==> config.mk <==
export PLATFORM = sky130hd
export DESIGN_NAME = lsmq_ctrl
export DESIGN_NICKNAME = d
export VERILOG_FILES = /design/src/rtl/linked_slot_message_queue_macros.svh /design/src/rtl/lsmq_pkg.sv /design/src/rtl/lsmq_ctrl.sv
export SDC_FILE = /design/constraint.sdc
export NUM_CORES = 1
export LEC_CHECK = 0
export BUFFER_PORTS_ARGS = -buffer_cell sky130_fd_sc_hd__buf_2
export CAP_MARGIN = 25
export CORE_AREA = 2 2 40 42
export CTS_CLUSTER_DIAMETER = 60
export DETAILED_ROUTE_END_ITERATION = 16
export DIE_AREA = 0 0 42 44
export PLACE_DENSITY_LB_ADDON = 0.05
export RECOVER_POWER = 100
export REMOVE_ABC_BUFFERS = 1
export SLEW_MARGIN = 15
export SYNTH_ARGS = -nofsm -noshare
export SYNTH_HDL_FRONTEND = slang
export SYNTH_SLANG_ARGS = --single-unit
==> constraint.sdc <==
create_clock -name clk -period 4.9 [get_ports clk]
set_clock_uncertainty 0.1 [all_clocks]
set_input_delay 0.49 -clock clk [delete_from_list [all_inputs] [get_ports clk]]
set_output_delay 0.49 -clock clk [all_outputs]
set_load 0.05 [all_outputs]
==> src/rtl/linked_slot_message_queue_macros.svh <==
// Assertion helpers for the queue RTL.
`ifndef LINKED_SLOT_MESSAGE_QUEUE_MACROS_SVH
`define LINKED_SLOT_MESSAGE_QUEUE_MACROS_SVH

`ifndef NO_ASSERTIONS
// Checked outside reset.
`define LSMQ_ASSERT(lbl, prop, msg) \
  lbl: assert property (@(posedge clk) disable iff (!rst_n) prop) else $error(msg);
// Checked at every edge, reset included.
`define LSMQ_ASSERT_ALWAYS(lbl, prop, msg) \
  lbl: assert property (@(posedge clk) prop) else $error(msg);
`else
`define LSMQ_ASSERT(lbl, prop, msg)
`define LSMQ_ASSERT_ALWAYS(lbl, prop, msg)
`endif

`endif

==> src/rtl/lsmq_pkg.sv <==
package lsmq_pkg;

  localparam int DATA_W      = 64;
  localparam int MAX_RESULTS = 8;
  localparam int KW          = $clog2(MAX_RESULTS);
  localparam int WCW         = $clog2(MAX_RESULTS + 1);

  localparam logic CMD_PUT = 1'b0;
  localparam logic CMD_GET = 1'b1;

  typedef enum logic [1:0] {
    ST_OK    = 2'd0,
    ST_FULL  = 2'd1,
    ST_EMPTY = 2'd2
  } status_t;

  // What the output register is loaded with
  typedef enum logic [1:0] {
    RESP_OK,
    RESP_FULL,
    RESP_EMPTY,
    RESP_WORD
  } resp_t;

  typedef enum logic [4:0] {
    S_IDLE,
    S_ALLOC,
    S_WLO,
    S_WHI,
    S_LINK0,
    S_LINK1,
    S_PUT_OK,
    S_PUT_FULL,
    S_GET_EMPTY,
    S_GET_RD0,
    S_GET_RD1,
    S_UNLINK,
    S_GET_ZERO,
    S_WORD_RD,
    S_WORD_OUT,
    S_RESP_WAIT,
    S_WORD_WAIT
  } state_t;

  typedef struct packed {
    logic  capture;
    logic  alloc_step;
    logic  put_wlo;
    logic  put_whi;
    logic  link0;
    logic  link1;
    logic  put_full;
    logic  get_rd1;
    logic  unlink;
    logic  out_load;
    resp_t resp;
    logic  word_next;
  } cmd_t;

  typedef struct packed {
    logic in_fire;
    logic in_get;
    logic put_active;
    logic put_slot_zero;
    logic tail_empty;
    logic alloc_done;
    logic alloc_found;
    logic spill;
    logic put_last;
    logic len_zero;
    logic word_last;
    logic out_taken;
  } stat_t;

  // Ones in the low n bytes, n saturating at eight
  function automatic logic [DATA_W-1:0] byte_mask(input logic [3:0] n);
    logic [DATA_W-1:0] m;
    m = '0;
    for (int i = 0; i < 8; i++) begin
      if (4'(i) < n) m[i*8 +: 8] = 8'hFF;
    end
    return m;
  endfunction

endpackage

==> src/rtl/lsmq_ctrl.sv <==
module lsmq_ctrl
  import lsmq_pkg::*;
(
  input  logic   clk,
  input  logic   rst_n,
  input  stat_t  st,
  output logic   in_ready,
  output cmd_t   cmd
);

  state_t state_r, state_nxt;

  always_ff @(posedge clk) begin
    if (!rst_n) state_r <= S_IDLE;
    else        state_r <= state_nxt;
  end

  // Next state
  always_comb begin
    state_nxt = state_r;
    unique case (state_r)
      S_IDLE: begin
        if (st.in_fire) begin
          if (st.in_get) begin
            state_nxt = st.tail_empty ? S_GET_EMPTY : S_GET_RD0;
          end else if (!st.put_active) begin
            state_nxt = S_ALLOC;
          end else begin
            state_nxt = st.put_slot_zero ? S_PUT_FULL : S_WLO;
          end
        end
      end
      S_ALLOC: begin
        if (st.alloc_done) state_nxt = st.alloc_found ? S_WLO : S_PUT_FULL;
      end
      S_WLO: begin
        if (st.spill)         state_nxt = S_WHI;
        else if (st.put_last) state_nxt = S_LINK0;
        else                  state_nxt = S_PUT_OK;
      end
      S_WHI:       state_nxt = st.put_last ? S_LINK0 : S_PUT_OK;
      S_LINK0:     state_nxt = S_LINK1;
      S_LINK1:     state_nxt = S_PUT_OK;
      S_PUT_OK:    state_nxt = S_RESP_WAIT;
      S_PUT_FULL:  state_nxt = S_RESP_WAIT;
      S_GET_EMPTY: state_nxt = S_RESP_WAIT;
      S_GET_RD0:   state_nxt = S_GET_RD1;
      S_GET_RD1:   state_nxt = S_UNLINK;
      S_UNLINK:    state_nxt = st.len_zero ? S_GET_ZERO : S_WORD_RD;
      S_GET_ZERO:  state_nxt = S_RESP_WAIT;
      S_WORD_RD:   state_nxt = S_WORD_OUT;
      S_WORD_OUT:  state_nxt = S_WORD_WAIT;
      S_RESP_WAIT: begin
        if (st.out_taken) state_nxt = S_IDLE;
      end
      S_WORD_WAIT: begin
        if (st.out_taken) state_nxt = st.word_last ? S_IDLE : S_WORD_RD;
      end
      default:     state_nxt = S_IDLE;
    endcase
  end

  // Commands to the datapath
  always_comb begin
    cmd      = '0;
    cmd.resp = RESP_OK;
    in_ready = 1'b0;
    unique case (state_r)
      S_IDLE: begin
        in_ready    = 1'b1;
        cmd.capture = st.in_fire;
      end
      S_ALLOC: cmd.alloc_step = 1'b1;
      S_WLO:   cmd.put_wlo = 1'b1;
      S_WHI:   cmd.put_whi = 1'b1;
      S_LINK0: cmd.link0 = 1'b1;
      S_LINK1: cmd.link1 = 1'b1;
      S_PUT_OK: begin
        cmd.out_load = 1'b1;
        cmd.resp     = RESP_OK;
      end
      S_PUT_FULL: begin
        cmd.put_full = 1'b1;
        cmd.out_load = 1'b1;
        cmd.resp     = RESP_FULL;
      end
      S_GET_EMPTY: begin
        cmd.out_load = 1'b1;
        cmd.resp     = RESP_EMPTY;
      end
      S_GET_RD0:   ;
      S_GET_RD1:   cmd.get_rd1 = 1'b1;
      S_UNLINK:    cmd.unlink = 1'b1;
      S_GET_ZERO: begin
        cmd.out_load = 1'b1;
        cmd.resp     = RESP_OK;
      end
      S_WORD_RD:   ;
      S_WORD_OUT: begin
        cmd.out_load = 1'b1;
        cmd.resp     = RESP_WORD;
      end
      S_RESP_WAIT: ;
      S_WORD_WAIT: cmd.word_next = st.out_taken && !st.word_last;
      default:     ;
    endcase
  end

endmodule

== Word-level counts from Yosys, hierarchy flattened ==
Index checks and enable logic that the tools add are counted.

* Add/subtract/negate cells: 0
* Multiply operators: 0
* Div/mod/pow operators: 0
* Order comparisons: 0
* Equality and inequality tests: 20
* Shift operators: 0
* Mux-type cells: 26
* Bitwise operators: 0
* Reductions and logical operators: 6

{| class="wikitable"
|+ Operators with widths
! operator !! number
|-
| $pmux 5 s14 || 1
|-
| $eq 5x4->1 const B || 8
|-
| $eq 5x3->1 const B || 4
|-
| $mux 5 || 4
|-
| $mux 1 || 13
|-
| $mux 3 || 4
|-
| $pmux 3 s4 || 1
|-
| $eq 5x2->1 const B || 2
|-
| $mux 4 || 2
|-
| $ne 2x2->1 const B || 4
|-
| $eq 5x1->1 const B || 1
|-
| $eq 5x5->1 const B || 1
|-
| $logic_not 5->1 || 1
|-
| $reduce_and 4->1 || 1
|-
| $reduce_or 4->1 || 1
|-
| $mux 2 || 1
|-
| $reduce_or 2->1 || 1
|-
| $logic_and 1x1->1 || 1
|-
| $logic_not 1->1 || 1
|}

* Bits in registers: 5
* Latch bits: 0
* Memory bits (writable): 0
* Bits in read-only memories: 0
* Word-level logic and storage cells: 53
* Memories kept: 0

== Longest topological paths before layout ==
Gate-level depths: netlist of run 1.

* Depth after elaboration: 5
* Mapped depth: 7
* Mapped depth without buffers: 5

== Worst setup path after synthesis of run 1 ==
Ideal clock, no wire load.

* Kind: register to output
* Start: register state_r[3]
* End: output port cmd[0] (netlist name)
* Arrival time: 2574 ps
* Data required time: 4310 ps
* Path slack: 1736 ps
* Cell stages (with the launch flop): 4
* Path through: dfxtp_1 buf_6 or4b_4 nor4b_1

{| class="wikitable"
|+ RTL lines
! element !! line !! text
|-
| start, declared || lsmq_ctrl.sv:11 || <nowiki>state_t state_r, state_nxt;</nowiki>
|-
| start signal, assigned || lsmq_ctrl.sv:15 || <nowiki>else state_r <= state_nxt;</nowiki>
|-
| end, declared || lsmq_ctrl.sv:8 || <nowiki>output cmd_t cmd</nowiki>
|}

==> impl_metrics.ini, run 1 <==
[final_layout]
diodes = 0
seq_area_um2 = 100.1
final_nets = 132
final_cells = 133
fill_cells = 166
top_register = state_r
drive_gt1_frac = 0.1880
final_cell_mix = nor2_1 (16), clkbuf_1 (15), buf_2 (13), nand2_1 (7)
postLayoutCoreUtil = 0.5229
multi_input_area_um2 = 462.9
largest_reg_flops = 5
final_common_cell = nor2_1
area_delta_synth_final_pct = 16.05
top_regs = state_r: 5 flops

[logic_synthesis]
synth_ff_type = dfxtp_1
synth_area_leaders = dfxtp_1 (16%), nor2_1 (8.8%), nand2b_1 (4.9%), o22ai_1 (4.9%), nor3_1 (4.7%)
syn_avg_cell_area_um2 = 6.802
syn_inst = 94
synth_cell_types = 39
synthDominantCellAreaShare = 0.1566
synth_top_family_by_area = simple AND/OR/NAND/NOR gates
syn_area_um2 = 639.4
synth_edf_count = 0
synth-xor-area-share = 0.01370
yosys.area.top_type = dfxtp_1
ys_seq_elements = 5
synth_simple_gate_area_frac = 0.4149
synth-adder-area-share = 0
yosys_warnings = 0
synthMuxAreaShare = 0.01566
synth_compound_area_frac = 0.2994
synthArstFlopShare = 0
ys_seq_area_frac = 0.1566

[detailed_routing]
drtAntennaViolNets = 0
drt_first_pass_iters = 4
drcViolationCount = 0
avgViaCountPerCell = 5.617
routedWlPerCell_um = 13.26
drt_first_iter_violations = 10
drt_wl_total_mm = 1.763
routed-via-count = 747

[clock_network]
clkLatencyLatePin_ps = 250
tritoncts = built
root_buffer = clkbuf_4
numCtsBuffers = 3
clock_path_buffers = 2
numClockSinks = 5
cts_resized = 0
post_cts_buffers = 0
hold_buffers = 0
clkTransAtPathRegs_ps = 40
cts_max_level = 1

[placed_design]
hpwl_mm = 1.307
dp.cells = 129
numPortBuffers = 27
gp_congestion = 0.7934

[power]
p_leak_nw = 0.2769
pwr-share-clk = 0.098
ir_drop_v = 0.0003930
swShare = 0.6137
p_sw_w = 0.0003067
p_comb_frac = 0.680
seqPwrFrac = 0.222
powerDensity_nw_per_um2 = 673.6
p_int_w = 0.0001931

[timing]
hold_violations = 0
finalSetupViolCount = 0
rsz0062_at_grt = no
finalCritPeriodShare = 0.5629
finalWorstPathRequiredPeriod_ps = 2758
fin_tns_setup_ps = 0
relSlewSlack = 0.5311
fmax_mhz = 362.6
worstMarginPinSlew_ps = 702.4
slew_viol_final = 0

[grt]
grt_usage = 0.2070
antenna_found_initial = 0
grt_max_degree = 21
grt_pass1_wl_mm = 2.967
grt-ovfl-total = 0
first_global_vias = 669

[die]
fp-row-count = 14
core-area_um2 = 1419
die_h_um = 44
start_util = 0.4506
io_pins = 28
die-area_um2 = 1848
dieWidth_um = 42

[worst_setup_path]
crit_path_start_kind = flop
setup.worst_path.end_class = primary output
rr_endpoint = state_r[0]
worst_ep_arrival_time_ps = 2170
critical_path_required_ps = 4310
r2r_slack_ps = 2560
path_class = reg -> out
cp_max_fo = 15
r2r_start = state_r[0]
r2r_cells = 5

[min_path]
min_path_type = in -> reg
hold_path_depth = 2
holdPathEnd = state_r[3]
min_from = rst_n

[run_status]
outcome = completed

[run]
cap_violations = 0
[power by group through the flow]
| stage | Sequential, W | Combinational (W) | Clock, W |
|---|---|---|---|
| after floorplan | 0.0000941 | 0.000283 | 0 |
| after global placement | 0.000110 | 0.000352 | 0 |
| after detailed placement | 0.000110 | 0.000350 | 0 |
| after CTS | 0.000109 | 0.000352 | 0.0000490 |
| after global routing | 0.000118 | 0.000371 | 0.0000512 |
| final | 0.000111 | 0.000340 | 0.0000490 |
[cell type report]
type	count	share of cell area
inverter	4	0.02024
tap	16	0.02698
clock buffer	4	0.03541
timing repair buffer	27	0.1585
multi-input combinational	77	0.6239
sequential	5	0.1349
[worst max-delay path by stage]
stage | depth (start not counted) | from | end
6_report | 3 | state_r[4] | cmd[0]
5_1_grt | 3 | state_r[4] | cmd[0]
4_1_cts | 3 | state_r[4] | cmd[0]
3_5_place_dp | 3 | state_r[4] | cmd[0]
3_3_place_gp | 3 | state_r[4] | cmd[0]
2_1_floorplan | 2 | state_r[4] | cmd[0]
[cells by family after synthesis]
| logic type | Yosys count |
|---|---|
| simple gates | 48 |
| mux | 1 |
| compound gates | 27 |
| flops | 5 |
| xor+xnor | 1 |
| buf+inv | 12 |
[synthesized netlist by cell type, types with 2 or more instances]
| library cell | number |
|---|---|
| o21ai_0 | 6 |
| buf_2 | 3 |
| nand2_1 | 7 |
| inv_1 | 4 |
| dfxtp_1 | 5 |
| clkbuf_1 | 2 |
| a41oi_1 | 3 |
| nor2_2 | 2 |
| buf_4 | 2 |
| nand2b_1 | 5 |
| nor3_1 | 6 |
| a22o_1 | 2 |
| a21oi_1 | 3 |
| nor2_1 | 15 |
| o22ai_1 | 5 |
[per-layer routing]
metal	vias up	routed length, um	track usage
met4	0	20	0.05806
met2	16	855	0.3531
li1	386	-	-
met5	-	0	0
met1	341	815	0.2725
met3	4	71	0.02917
[stage by stage]
| stage | area (um2) | hold WS, ps | setup WS [ps] | power (W) |
|---|---|---|---|---|
| floorplan | 590.6 | 507.5 | 1648 | 0.0003766 |
| global placement | 745.7 | 655.1 | 2661 | 0.0004617 |
| detailed placement | 745.7 | 664.4 | 2624 | 0.0004606 |
| CTS | 772.0 | 423.6 | 2368 | 0.0005101 |
| global route | 742.0 | 435.0 | 2004 | 0.0005403 |
| finish | 742.0 | 424.8 | 2142 | 0.0004998 |
[worst max-delay path: stages, from the launching register on]
cell	delay (ps)
dfxtp_1	560
or4b_1	550
nor4b_1	310
clkbuf_1	500
Power figures use the tool's default switching activity.
==> run 2, diff against run 1 <==
- CORE_AREA: 2 2 40 42 -> 2 2 41 43
- DIE_AREA: 0 0 42 44 -> 0 0 43 45
- clock period: 4.9 -> 2.85 ns (I/O delays scaled with it)
==> impl_metrics.ini, run 2 (synthesis gave the netlist of run 1 again) <==
[power]
p_int_w = 0.0003402
p_comb_frac = 0.692
p_leak_nw = 0.2866
powerDensity_nw_per_um2 = 1159
power_w = 0.0008702
swShare = 0.6091
seqPwrFrac = 0.206
ir_drop_v = 0.0007421
pwr-share-clk = 0.102
p_sw_w = 0.0005300

[timing]
finalSetupViolCount = 0
finalWorstPathRequiredPeriod_ps = 2445
worstMarginPinSlew_ps = 715.2
slew_viol_final = 0
relSlewSlack = 0.5226
rsz0062_at_grt = no
fmax_mhz = 409.1
hold_violations = 0
finalCritPeriodShare = 0.8578

[final_layout]
diodes = 0
postLayoutCoreUtil = 0.5102
final_common_cell = nor2_1
final_cell_mix = nor2_1 (16), clkbuf_1 (14), buf_2 (14), nand2_1 (7)
area_delta_synth_final_pct = 17.42
top_regs = state_r: 5 flops
final_nets = 133
top_register = state_r
largest_reg_flops = 5
drive_gt1_frac = 0.2034

[placed_design]
hpwl_mm = 1.308
numPortBuffers = 27
gp_congestion = 0.7468

[clock_network]
numClockSinks = 5
tritoncts = built
cts_resized = 0
clkLatencyLatePin_ps = 260
post_cts_buffers = 0
root_buffer = clkbuf_4
clock_path_buffers = 2
numCtsBuffers = 3
hold_buffers = 0
clkTransAtPathRegs_ps = 50
cts_max_level = 1

[worst_setup_path]
setup.worst_path.end_class = primary output
path_class = reg -> out
worst_ep_arrival_time_ps = 2060
cp_max_fo = 20
critical_path_required_ps = 2470
crit_path_start_kind = flop

[detailed_routing]
drt_first_pass_iters = 4
routed-via-count = 796
drtAntennaViolNets = 0
drt_wl_total_mm = 1.812
drt_first_iter_violations = 31
routedWlPerCell_um = 13.52
drcViolationCount = 0
avgViaCountPerCell = 5.940

[grt]
grt-ovfl-total = 0
grt_pass1_wl_mm = 2.980
grt_max_degree = 21
first_global_vias = 693
antenna_found_initial = 0
grt_usage = 0.2034

[run]
cap_violations = 0

[die]
start_util = 0.4345
core-area_um2 = 1471
dieWidth_um = 43
die_h_um = 45
die-area_um2 = 1935
fp-row-count = 14
io_pins = 28

[min_path]
min_path_type = in -> reg

[run_status]
outcome = completed
-- run 2: changes by cell type in the layout (fill, tap and decap cells not counted) --
cell	before	now
buf_2	13	14
buf_4	0	1
clkbuf_1	15	14
-- run 2: metrics by stage --
| stage | std cells | setup TNS [ps] | setup slack (ps) | hold WS [ps] | area [um2] |
|---|---|---|---|---|---|
| 2_1_floorplan | 86 | -197.0 | -197.0 | 302.5 | 590.6 |
| 3_3_place_gp | 130 | 0 | 763.3 | 471.7 | 753.2 |
| 3_5_place_dp | 130 | 0 | 762.1 | 471.7 | 753.2 |
| 4_1_cts | 134 | 0 | 476.0 | 209.3 | 779.5 |
| 5_1_grt | 134 | 0 | 341.5 | 220.2 | 750.7 |
| 6_report | 134 | 0 | 405.4 | 207.6 | 750.7 |
-- run 2: path summary, 6_finish.rpt --
path / startpoint / end / slack (ps) / cells past startpoint
worst max-delay path: state_r[0] / cmd[12] / 410 / 4
worst min-delay path: rst_n / state_r[3] / 210 / 2
worst max register to register: state_r[0] / state_r[0] / 570 / 5
worst min register to register: state_r[4] / state_r[1] / 710 / 2
-- run 2: power groups by stage --
stage                     sequential, W   clock, W  combinational [W]
after floorplan                0.000162          0           0.000486
after global placement         0.000180          0           0.000623
after detailed placement       0.000178          0           0.000617
after CTS                      0.000177  0.0000886           0.000621
after global routing           0.000183  0.0000936           0.000654
final                          0.000179  0.0000891           0.000602
-- run 2: final cells by class --
cell class | instances | area (um2)
tap | 16 | 20.02
sequential | 5 | 100.1
inverter | 4 | 15.01
multi-input combinational | 77 | 462.9
clock buffer | 4 | 26.28
fill | 160 | 720.7
timing repair buffer | 28 | 126.4
-- run 2: worst max-delay path, cell delays in order (launching register included) --
cell and delay (ps):
dfxtp_1 530, or3_1 460, nor2_2 210, and2_1 150, clkbuf_1 460
-- run 2: routing by layer --
layer | global-route usage | up-vias | part of all wire
met2 | 0.3333 | 28 | 0.47
met1 | 0.2610 | 372 | 0.47
met4 | 0.1030 | 0 | 0.0099
li1 | - | 394 | -
met5 | 0 | - | 0
met3 | 0.03200 | 2 | 0.055
